## config.mk

```make
export PLATFORM = sky130hd
export DESIGN_NAME = json_string_unescaper
export DESIGN_NICKNAME = d
export VERILOG_FILES = /design/src/hdl/jsu_pkg.sv /design/src/hdl/jsu_decoder.sv /design/src/hdl/jsu_out_queue.sv /design/src/hdl/json_string_unescaper.sv
export SDC_FILE = /design/constraint.sdc
export NUM_CORES = 1
export LEC_CHECK = 0
export BUFFER_PORTS_ARGS = -buffer_cell sky130_fd_sc_hd__buf_4
export CAP_MARGIN = 20
export CORE_MARGIN = 2
export CORE_UTILIZATION = 30
export CTS_CLUSTER_SIZE = 8
export DETAILED_ROUTE_END_ITERATION = 10
export GPL_TIMING_DRIVEN = 0
export SYNTH_ARGS = -nofsm -noshare
export SYNTH_HDL_FRONTEND = slang
export SYNTH_SLANG_ARGS = --single-unit
```

## constraint.sdc

```tcl
create_clock -name clk_i -period 7.5 [get_ports clk_i]
set_input_delay 0.375 -clock clk_i [delete_from_list [all_inputs] [get_ports clk_i]]
set_output_delay 0.375 -clock clk_i [all_outputs]
set_load 0.005 [all_outputs]
```

## src/hdl/jsu_pkg.sv

```systemverilog
// Package for the JSON string unescaper: word types, status codes and
// UTF-8 constants. No dependencies.
`timescale 1ns / 1ps

package jsu_pkg;

  typedef enum logic [2:0] {
    StRun       = 3'd0,
    StClosed    = 3'd1,
    StNoOpen    = 3'd2,
    StUnterm    = 3'd3,
    StUntermEsc = 3'd4,
    StBadEsc    = 3'd5,
    StBadUni    = 3'd6
  } status_e;

  typedef struct packed {
    logic [7:0] in_byte;
    logic       end_of_input;
  } in_word_t;

  typedef struct packed {
    logic [7:0] out_byte;
    logic       byte_valid;
    status_e    status;
    logic       last;
  } out_word_t;

  // All results caused by one input word: up to three bytes, a count of
  // zero meaning a single result that carries no byte.
  typedef struct packed {
    logic [2:0][7:0] bytes;
    logic [1:0]      count;
    status_e         status;
  } group_t;

  localparam int unsigned GroupFifoDepth = 4;

  localparam logic [7:0]  Utf8Lead2 = 8'hC0;
  localparam logic [7:0]  Utf8Lead3 = 8'hE0;
  localparam logic [7:0]  Utf8Cont  = 8'h80;
  localparam logic [5:0]  Utf8Mask  = 6'h3F;
  localparam logic [15:0] Utf8OneLimit = 16'h0080;
  localparam logic [15:0] Utf8TwoLimit = 16'h0800;

endpackage

```

## src/hdl/jsu_decoder.sv

```systemverilog
// Parser state and combinational decode of one input word to a result group.
// Depends on jsu_pkg.
`timescale 1ns / 1ps

module jsu_decoder (
  input  logic              clk_i,
  input  logic              rst_ni,
  input  logic              accept_i,
  input  jsu_pkg::in_word_t word_i,
  output jsu_pkg::group_t   group_o
);
  import jsu_pkg::*;

  typedef enum logic [1:0] {
    ModeWait = 2'd0,
    ModeBody = 2'd1,
    ModeEsc  = 2'd2,
    ModeHex  = 2'd3
  } mode_e;

  mode_e       mode_q, mode_d;
  logic [1:0]  digits_q, digits_d;
  logic [15:0] cp_q, cp_d;
  logic [15:0] cp_new;
  logic [4:0]  hex;
  logic [7:0]  b;
  logic        eoi;
  group_t      grp;

  function automatic logic [4:0] hex_value(input logic [7:0] c);
    logic [4:0] r;
    r = 5'd0;
    if (c >= 8'h30 && c <= 8'h39) begin
      r = {1'b1, 4'(c - 8'h30)};
    end else if (c >= 8'h61 && c <= 8'h66) begin
      r = {1'b1, 4'(c - 8'h57)};
    end else if (c >= 8'h41 && c <= 8'h46) begin
      r = {1'b1, 4'(c - 8'h37)};
    end
    return r;
  endfunction

  assign b      = word_i.in_byte;
  assign eoi    = word_i.end_of_input;
  assign hex    = hex_value(b);
  assign cp_new = {cp_q[11:0], hex[3:0]};

  always_comb begin
    mode_d     = mode_q;
    digits_d   = digits_q;
    cp_d       = cp_q;
    grp.bytes  = '0;
    grp.count  = 2'd0;
    grp.status = StRun;
    unique case (mode_q)
      ModeWait: begin
        if (b == 8'h22) begin
          if (eoi) begin
            grp.status = StUnterm;
          end else begin
            mode_d = ModeBody;
          end
        end else begin
          grp.status = StNoOpen;
        end
      end
      ModeBody: begin
        if (b == 8'h22) begin
          grp.status = StClosed;
          mode_d     = ModeWait;
        end else if (b == 8'h5C) begin
          if (eoi) begin
            grp.status = StUntermEsc;
            mode_d     = ModeWait;
          end else begin
            mode_d = ModeEsc;
          end
        end else begin
          grp.bytes[0] = b;
          grp.count    = 2'd1;
          if (eoi) begin
            grp.status = StUnterm;
            mode_d     = ModeWait;
          end
        end
      end
      ModeEsc: begin
        if (b == 8'h75) begin
          digits_d = 2'd0;
          cp_d     = '0;
          if (eoi) begin
            grp.status = StBadUni;
            mode_d     = ModeWait;
          end else begin
            mode_d = ModeHex;
          end
        end else begin
          grp.count = 2'd1;
          case (b)
            8'h22:   grp.bytes[0] = 8'h22;
            8'h5C:   grp.bytes[0] = 8'h5C;
            8'h2F:   grp.bytes[0] = 8'h2F;
            8'h6E:   grp.bytes[0] = 8'h0A;
            8'h74:   grp.bytes[0] = 8'h09;
            8'h72:   grp.bytes[0] = 8'h0D;
            8'h62:   grp.bytes[0] = 8'h08;
            8'h66:   grp.bytes[0] = 8'h0C;
            default: grp.count    = 2'd0;
          endcase
          if (grp.count == 2'd0) begin
            grp.status = StBadEsc;
            mode_d     = ModeWait;
          end else if (eoi) begin
            grp.status = StUnterm;
            mode_d     = ModeWait;
          end else begin
            mode_d = ModeBody;
          end
        end
      end
      ModeHex: begin
        if (!hex[4]) begin
          grp.status = StBadUni;
          mode_d     = ModeWait;
        end else begin
          cp_d = cp_new;
          if (digits_q == 2'd3) begin
            if (cp_new < Utf8OneLimit) begin
              grp.bytes[0] = cp_new[7:0];
              grp.count    = 2'd1;
            end else if (cp_new < Utf8TwoLimit) begin
              grp.bytes[0] = Utf8Lead2 | {3'b000, cp_new[10:6]};
              grp.bytes[1] = Utf8Cont | {2'b00, cp_new[5:0] & Utf8Mask};
              grp.count    = 2'd2;
            end else begin
              grp.bytes[0] = Utf8Lead3 | {4'b0000, cp_new[15:12]};
              grp.bytes[1] = Utf8Cont | {2'b00, cp_new[11:6] & Utf8Mask};
              grp.bytes[2] = Utf8Cont | {2'b00, cp_new[5:0] & Utf8Mask};
              grp.count    = 2'd3;
            end
            digits_d = 2'd0;
            if (eoi) begin
              grp.status = StUnterm;
              mode_d     = ModeWait;
            end else begin
              mode_d = ModeBody;
            end
          end else begin
            digits_d = digits_q + 2'd1;
            if (eoi) begin
              grp.status = StBadUni;
              mode_d     = ModeWait;
            end
          end
        end
      end
      default: mode_d = ModeWait;
    endcase
  end

  assign group_o = grp;

  always_ff @(posedge clk_i or negedge rst_ni) begin
    if (!rst_ni) begin
      mode_q   <= ModeWait;
      digits_q <= 2'd0;
      cp_q     <= '0;
    end else if (accept_i) begin
      mode_q   <= mode_d;
      digits_q <= digits_d;
      cp_q     <= cp_d;
    end
  end

endmodule

```

## src/hdl/jsu_out_queue.sv

```systemverilog
// Queue of decoded result groups, unpacked into one output word per cycle
// while stall_i is low. Depends on jsu_pkg.
`timescale 1ns / 1ps

module jsu_out_queue #(
  parameter int unsigned Depth = jsu_pkg::GroupFifoDepth
) (
  input  logic               clk_i,
  input  logic               rst_ni,
  input  logic               push_i,
  input  jsu_pkg::group_t    group_i,
  output logic               full_o,
  output logic               valid_o,
  input  logic               stall_i,
  output jsu_pkg::out_word_t word_o
);
  import jsu_pkg::*;

  localparam int unsigned PtrW = (Depth > 1) ? $clog2(Depth) : 1;
  localparam int unsigned CntW = $clog2(Depth + 1);

  group_t            entries_q [Depth];
  logic [PtrW-1:0]   wr_q, rd_q;
  logic [CntW-1:0]   cnt_q;
  logic [1:0]        pos_q;
  group_t            head;
  logic              head_last;
  logic              pop;

  assign head      = entries_q[rd_q];
  assign head_last = (head.count == 2'd0) || (pos_q == head.count - 2'd1);
  assign valid_o   = (cnt_q != '0);
  assign full_o    = (cnt_q == CntW'(Depth));
  assign pop       = valid_o && !stall_i && head_last;

  always_comb begin
    word_o.out_byte   = (head.count == 2'd0) ? 8'h00 : head.bytes[pos_q];
    word_o.byte_valid = (head.count != 2'd0);
    word_o.status     = head.status;
    word_o.last       = head_last;
  end

  always_ff @(posedge clk_i) begin
    if (push_i) begin
      entries_q[wr_q] <= group_i;
    end
  end

  always_ff @(posedge clk_i or negedge rst_ni) begin
    if (!rst_ni) begin
      wr_q  <= '0;
      rd_q  <= '0;
      cnt_q <= '0;
      pos_q <= 2'd0;
    end else begin
      if (push_i) begin
        wr_q <= (wr_q == PtrW'(Depth - 1)) ? '0 : wr_q + 1'b1;
      end
      if (valid_o && !stall_i) begin
        if (head_last) begin
          pos_q <= 2'd0;
          rd_q  <= (rd_q == PtrW'(Depth - 1)) ? '0 : rd_q + 1'b1;
        end else begin
          pos_q <= pos_q + 2'd1;
        end
      end
      if (push_i && !pop) begin
        cnt_q <= cnt_q + 1'b1;
      end else if (pop && !push_i) begin
        cnt_q <= cnt_q - 1'b1;
      end
    end
  end

endmodule

```

## src/hdl/json_string_unescaper.sv

```systemverilog
// Top level of the JSON string unescaper: decoder followed by the result queue.
// Depends on jsu_pkg, jsu_decoder and jsu_out_queue.
`timescale 1ns / 1ps

// Takes one input word per cycle and decodes it combinationally into one to
// three output words, queued as one group and delivered one per cycle when not
// stalled. Input is stalled only while the group queue (Depth groups) is full,
// so the sustained input rate is one word per cycle except after a \u escape
// of two or three UTF-8 bytes, where the single output port sets the pace.
module json_string_unescaper #(
  parameter int unsigned Depth = jsu_pkg::GroupFifoDepth
) (
  input  logic               clk_i,
  input  logic               rst_ni,
  input  logic               in_valid_i,
  output logic               in_stall_o,
  input  jsu_pkg::in_word_t  in_word_i,
  output logic               out_valid_o,
  input  logic               out_stall_i,
  output jsu_pkg::out_word_t out_word_o
);
  import jsu_pkg::*;

  logic   accept;
  logic   full;
  group_t grp;

  assign in_stall_o = full;
  assign accept     = in_valid_i && !full;

  jsu_decoder u_decoder (
    .clk_i    (clk_i),
    .rst_ni   (rst_ni),
    .accept_i (accept),
    .word_i   (in_word_i),
    .group_o  (grp)
  );

  jsu_out_queue #(
    .Depth (Depth)
  ) u_out_queue (
    .clk_i   (clk_i),
    .rst_ni  (rst_ni),
    .push_i  (accept),
    .group_i (grp),
    .full_o  (full),
    .valid_o (out_valid_o),
    .stall_i (out_stall_i),
    .word_o  (out_word_o)
  );

endmodule
```

# --- Word level (Yosys, flattened, before mapping) ---
# Memories as Yosys holds them, arrays and structs flattened.
# Index checks and enable logic that the tools add are counted.
classes:
  n_addsub: 10
  n_lt_le_gt_ge: 9
  n_eq_ne: 21
  n_mux: 59
  n_reduce_logical: 24
ops:
  columns: ["operator", "count"]
  rows:
  - ["8-bit by 7-bit == test with 1-bit output, second input constant", 7]
  - ["7-bit one-hot mux with 8 select lines", 1]
  - ["26-bit two-way mux", 2]
  - ["16-bit two-way mux", 3]
  - ["10-bit two-way mux", 4]
  - ["2-bit two-way mux", 19]
  - ["3-bit two-way mux", 11]
  - ["10-bit one-hot mux with 3 select lines", 1]
  - ["12-bit two-way mux", 2]
  - ["8-bit two-way mux", 3]
  - ["12-bit one-hot mux with 2 select lines", 1]
  - ["8-bit binary-select mux with 2-bit select", 1]
  - ["8-bit by 6-bit == test with 1-bit output, second input constant", 2]
  - ["8-bit by 7-bit greater-or-equal comparator with 1-bit output, second input constant", 2]
  - ["8-bit by 7-bit <= comparator with 1-bit output, second input constant", 2]
  - ["16-bit by 12-bit less-than comparator with 1-bit output, second input constant", 1]
  - ["16-bit by 8-bit less-than comparator with 1-bit output, second input constant", 1]
  - ["5-bit two-way mux", 3]
  - ["3-bit one-hot mux with 4 select lines", 1]
  - ["2-bit == test, second input constant", 5]
  - ["2-bit by 1-bit adder with 2-bit output, second input constant", 4]
  - ["8-bit by 6-bit greater-or-equal comparator with 1-bit output, second input constant", 1]
  - ["8-bit by 6-bit <= comparator with 1-bit output, second input constant", 1]
  - ["1-bit logical AND", 8]
  - ["other kinds (23)", 37]
word_totals:
  ff_bits: 25
  ramBits: 116
  in_bits: 13
  elab_cells: 131
  mem_count: 1
memory_table:
  columns: ["memory", "words", "word_bits", "read_ports", "rd_clocked_by_memory_dff", "write_ports", "line", "text"]
  rows:
  - ["u_out_queue.entries_q", 4, 29, 1, 0, 1, "jsu_out_queue.sv:22", "group_t entries_q [Depth];"]

# --- Depth between registers and ports, before layout ---
logic_depth:
  depth_word: 11
  depth_mapped: 16

# --- Hierarchy ---
# From an unflattened synthesis, not the netlist that was laid out.
unflattened:
  hier_cells: 503
  area_unflattened_um2: 6956.7
modules_own_cells:
  columns: ["module", "n_inst", "cells_per_inst", "area_each_um2", "seq_area_each_um2"]
  rows:
  - ["jsu_out_queue", 1, 275, 5078.6, 3708.6]
  - ["jsu_decoder", 1, 227, 1864.3, 400.4]
  - ["json_string_unescaper", 1, 1, 13.8, 0.0]

# --- Worst setup path after synthesis ---
# Ideal clock, no wire load.
synth_path:
  kind: "register to register"
  from: "reg u_out_queue.rd_q[0]"
  to: "reg u_out_queue.cnt_q[1]"
  setup_ns: 0.125
  arrival_ns: 3.127
  path_slack_ns: 4.248
  path_stages_with_launch: 15
  path_buffers: 3
  synth_period_minus_slack_ns: 3.252
  path_cell_list: "dfrtp_1 buf_6 buf_2 mux4_2 inv_1 ha_1 clkbuf_1 inv_1 o21ai_1 and2_1 inv_1 ha_1 inv_1 fa_1 mux2_2"
synth_between:
  elab_chain_cells: 8
  word_cells_on_any_way: 11
synth_rtl:
  columns: ["element", "line", "text"]
  rows:
  - ["start: declaration", "jsu_out_queue.sv:23", "logic [PtrW-1:0] wr_q, rd_q;"]
  - ["start signal: assignment", "jsu_out_queue.sv:62", "rd_q <= (rd_q == PtrW'(Depth - 1)) ? '0 : rd_q + 1'b1;"]
  - ["memory read 4 x 29 bit *", null, null]
  - ["2-bit by 1-bit subtractor with 2-bit output", "jsu_out_queue.sv:31", "assign head_last = (head.count == 2'd0) || (pos_q == head.count - 2'd1);"]
  - ["2-bit == test", "jsu_out_queue.sv:31", null]
  - ["1-bit logical OR *", "jsu_out_queue.sv:31", null]
  - ["via u_out_queue.head_last", "jsu_out_queue.sv:27", "logic head_last;"]
  - ["1-bit logical AND *", "jsu_out_queue.sv:34", "assign pop = valid_o && !stall_i && head_last;"]
  - ["1-bit zero test", "jsu_out_queue.sv:67", "if (push_i && !pop) begin"]
  - ["1-bit logical AND", "jsu_out_queue.sv:67", null]
  - ["3-bit two-way mux / 2-bit nonzero test (equally long branches)", null, null]
  - ["end signal: assignment", "jsu_out_queue.sv:68", "cnt_q <= cnt_q + 1'b1;"]
  - ["end signal: assignment", "jsu_out_queue.sv:70", "cnt_q <= cnt_q - 1'b1;"]
  - ["end: declaration", "jsu_out_queue.sv:24", "logic [CntW-1:0] cnt_q;"]
# The timed path passes the listed nets; every way through them passes the cells marked *.
# A chain may end at the register's enable or synchronous reset.

# --- Final worst setup path ---
layout_path:
  from: "reg u_out_queue.rd_q[1]"
  to: "reg u_out_queue.cnt_q[1]"
# The elaborated chain is that of the path after synthesis.

==> impl_metrics.tcl <==
set metrics [dict create \
    synthCells 448 \
    grt-ovfl-total 0 \
    vdd_drop_max_mv 0.153 \
    std_cell_rows 52 \
    yosysUniqueCellTypes 68 \
    syn_to_final_growth_pct 19.8 \
    synthMuxAreaShare 0.112 \
    fill_cells 1961 \
    wl_um 14200 \
    crit_required_ps 7800 \
    yosys.area_share.adder 0.0273 \
    synth_edf_count 104 \
    layout-drive-gt1-share 0.223 \
    total_leakage_power_nw 2.65 \
    register_area_um2 3750 \
    setup_tns_ps 0 \
    wl_per_cell_um 18.1 \
    skew_ps 10.4 \
    coreArea_um2 20300 \
    synth_area_per_cell_um2 13.9 \
    tightestPinTransition_ps 968 \
    arrival_ps 4000 \
    yosysTopAreaCell "edfxtp_1" \
    post-place-ws_ps 3810 \
    yosysWarnings 0 \
    grt_max_degree 26 \
    fp.dieArea_um2 22000 \
    setup_viol 0 \
    antenna_found_initial 0 \
    synthTopCellsByCount "edfxtp_1, nor2_1, mux4_2, a21oi_1, dfrtp_1" \
    drc 0 \
    cts_max_level 4 \
    synth_top_cells_by_area "edfxtp_1, dfrtp_1, mux4_2" \
    hold_violations 0 \
    min_path_cells 3 \
    max_freq_ghz 0.270 \
    final_antenna_net_count 0 \
    grt_setup_unrepaired "no" \
    initial_utilization 0.307 \
    grt_first_pass_wirelength_um 22700 \
    ys.flop_type "edfxtp_1" \
    tritoncts "done" \
    nNetsFinal 525 \
    grt_pass1_vias 4085 \
    path_class "flip-flop to flip-flop" \
    vias_per_cell 5.19 \
    clk_pin_slew_ps 60 \
    synth_top_cell_area_share 0.500 \
    vias 4065 \
    die_x_um 148 \
    synthXorXnorAreaFrac 0.00842 \
    min_period_over_period 0.493 \
    first_pass_iters 5 \
    track_usage 0.136 \
    synthesis.nets 474 \
    synthArstFlopShare 0.194 \
    die_y_um 148 \
    cp-start-kind "flip-flop" \
    cts_sinks 129 \
    synth-compound-area-share 0.107 \
    clock_latency_ps 420 \
    ys_ff_latch 129 \
    hold_path_class "input pin to flip-flop" \
    drtIter0Drc 293 \
    cts_made_buffers 17 \
    fin_ws_ps 3800 \
    maxSlewViolCount 0 \
    synth_top_family_by_area "simple AND/OR/NAND/NOR gates" \
    synth.most_common_cell "edfxtp_1" \
    multi_input_area_um2 2300 \
    cp-end-kind "flip-flop" \
    status "completed" \
    root_buffer "clkbuf_16" \
    yosysSeqAreaShare 0.601 \
    io_pins 28 \
    maxSlewHeadroom 0.349 \
    maxCapViolations 0 \
    ctsLongestPathBuffers 2 \
    syn-cell-area_um2 6240 \
    p_per_area_nw_per_um2 352 \
    synthSimpleGateAreaFrac 0.113 \
    min_period_ps 3700 \
    place_congestion 0.915 \
    portBuffers 27 \
    cp_max_fo 10 \
    r2r_cells 14 \
    dpl.hpwl_um 10100 \
]
==> layer usage <==
metal	track usage	wire (um)
met5	0	0
met4	0.0405	185
met2	0.210	6590
met3	0.0353	652
met1	0.190	6730
==> cell families after synthesis <==
group	count (synthesis)
AND/OR/NAND/NOR	129
multiplexers	37
adder cells (fa/ha/maj)	13
buffers and inverters	40
XOR/XNOR	6
AO/OA/AOI/OAI	94
flip-flops	129
==> sequential cells by signal (all words and copies together) (netlist names) <==
name / cells
u_out_queue.entries_q: 104
u_decoder.cp_q: 12
u_out_queue.cnt_q: 3
u_decoder.digits_q: 2
u_decoder.mode_q: 2
u_out_queue.pos_q: 2
u_out_queue.rd_q: 2
u_out_queue.wr_q: 2
==> path summary, 6_finish.rpt <==
kind,end,start,slack [ps]
max in group asynchronous,u_out_queue.wr_q[0],rst_ni,6800
min reg2reg,u_out_queue.cnt_q[2],u_out_queue.cnt_q[2],500
max reg2reg,u_out_queue.cnt_q[1],u_out_queue.rd_q[1],3800
max,u_out_queue.cnt_q[1],u_out_queue.rd_q[1],3800
min in group asynchronous,u_out_queue.pos_q[0],rst_ni,410
min,u_out_queue.pos_q[0],out_stall_i,270
==> placed cells by master, fill, tap and decap left out, types with 3 or more instances in the layout <==
master / count
a22o_1: 12
mux4_2: 26
inv_1: 18
nor2b_1: 3
o221ai_1: 3
dfrtp_1: 25
clkbuf_1: 13
ha_1: 12
buf_16: 4
o21ai_0: 12
buf_6: 4
a32oi_1: 4
clkinv_2: 5
edfxtp_1: 104
a22oi_1: 3
nor3_1: 5
a21o_1: 4
clkbuf_16: 17
o211ai_1: 4
nor2_1: 47
a21oi_1: 25
nand3_1: 8
mux2_2: 4
xnor2_1: 4
nand2b_1: 8
buf_2: 4
a31oi_1: 3
buf_4: 30
mux2i_1: 7
and2_1: 7
or3_1: 6
and3_1: 4
nand2_1: 18
==> where the power goes <==
group,switching [mW],leakage [nW],internal (mW)
sequential,0.0476,1.23,0.938
combinational,0.433,1.14,0.421
clock,0.301,0.279,0.489
==> layout make-up <==
cell class	count	area share
clock buffers	19	0.0579
plain buffers	22	0.0172
repair buffers	32	0.0432
flip-flops and latches	129	0.502
diodes	1	0.000335
clock inverters	13	0.0184
inverters	18	0.00904
multi-input cells	279	0.307
well taps	270	0.0452
==> through the flow <==
stage | util | power [mW] | hold WS [ps] | instances | area, um2
4_1_cts | 0.368 | 2.66 | 254 | 782 | 7470
6_report | 0.368 | 2.63 | 271 | 783 | 7470
3_3_place_gp | 0.334 | 1.81 | 301 | 745 | 6780
5_1_grt | 0.368 | 2.78 | 321 | 782 | 7470
2_1_floorplan | - | 1.54 | 79.4 | 448 | 6240
3_5_place_dp | 0.339 | 1.87 | 309 | 749 | 6890
==> repair_timing <==
| action | 4_1_cts | 5_1_grt |
|---|---|---|
| buffers inserted | 0 | 0 |
| endpoints found under the hold margin | 25 | 0 |
| hold buffers | 1 | 0 |
| gates resized for setup | 0 | 0 |
==> worst max-delay path: stages, from the launching register on <==
cell,delay (ps)
dfrtp_1,340
buf_2,250
clkbuf_1,610
mux4_2,440
inv_1,80
ha_1,130
clkbuf_1,290
inv_1,90
o21ai_1,130
and2_1,220
inv_1,60
ha_1,200
inv_1,80
fa_1,390
mux2_2,270
Power figures use the tool's default switching activity.
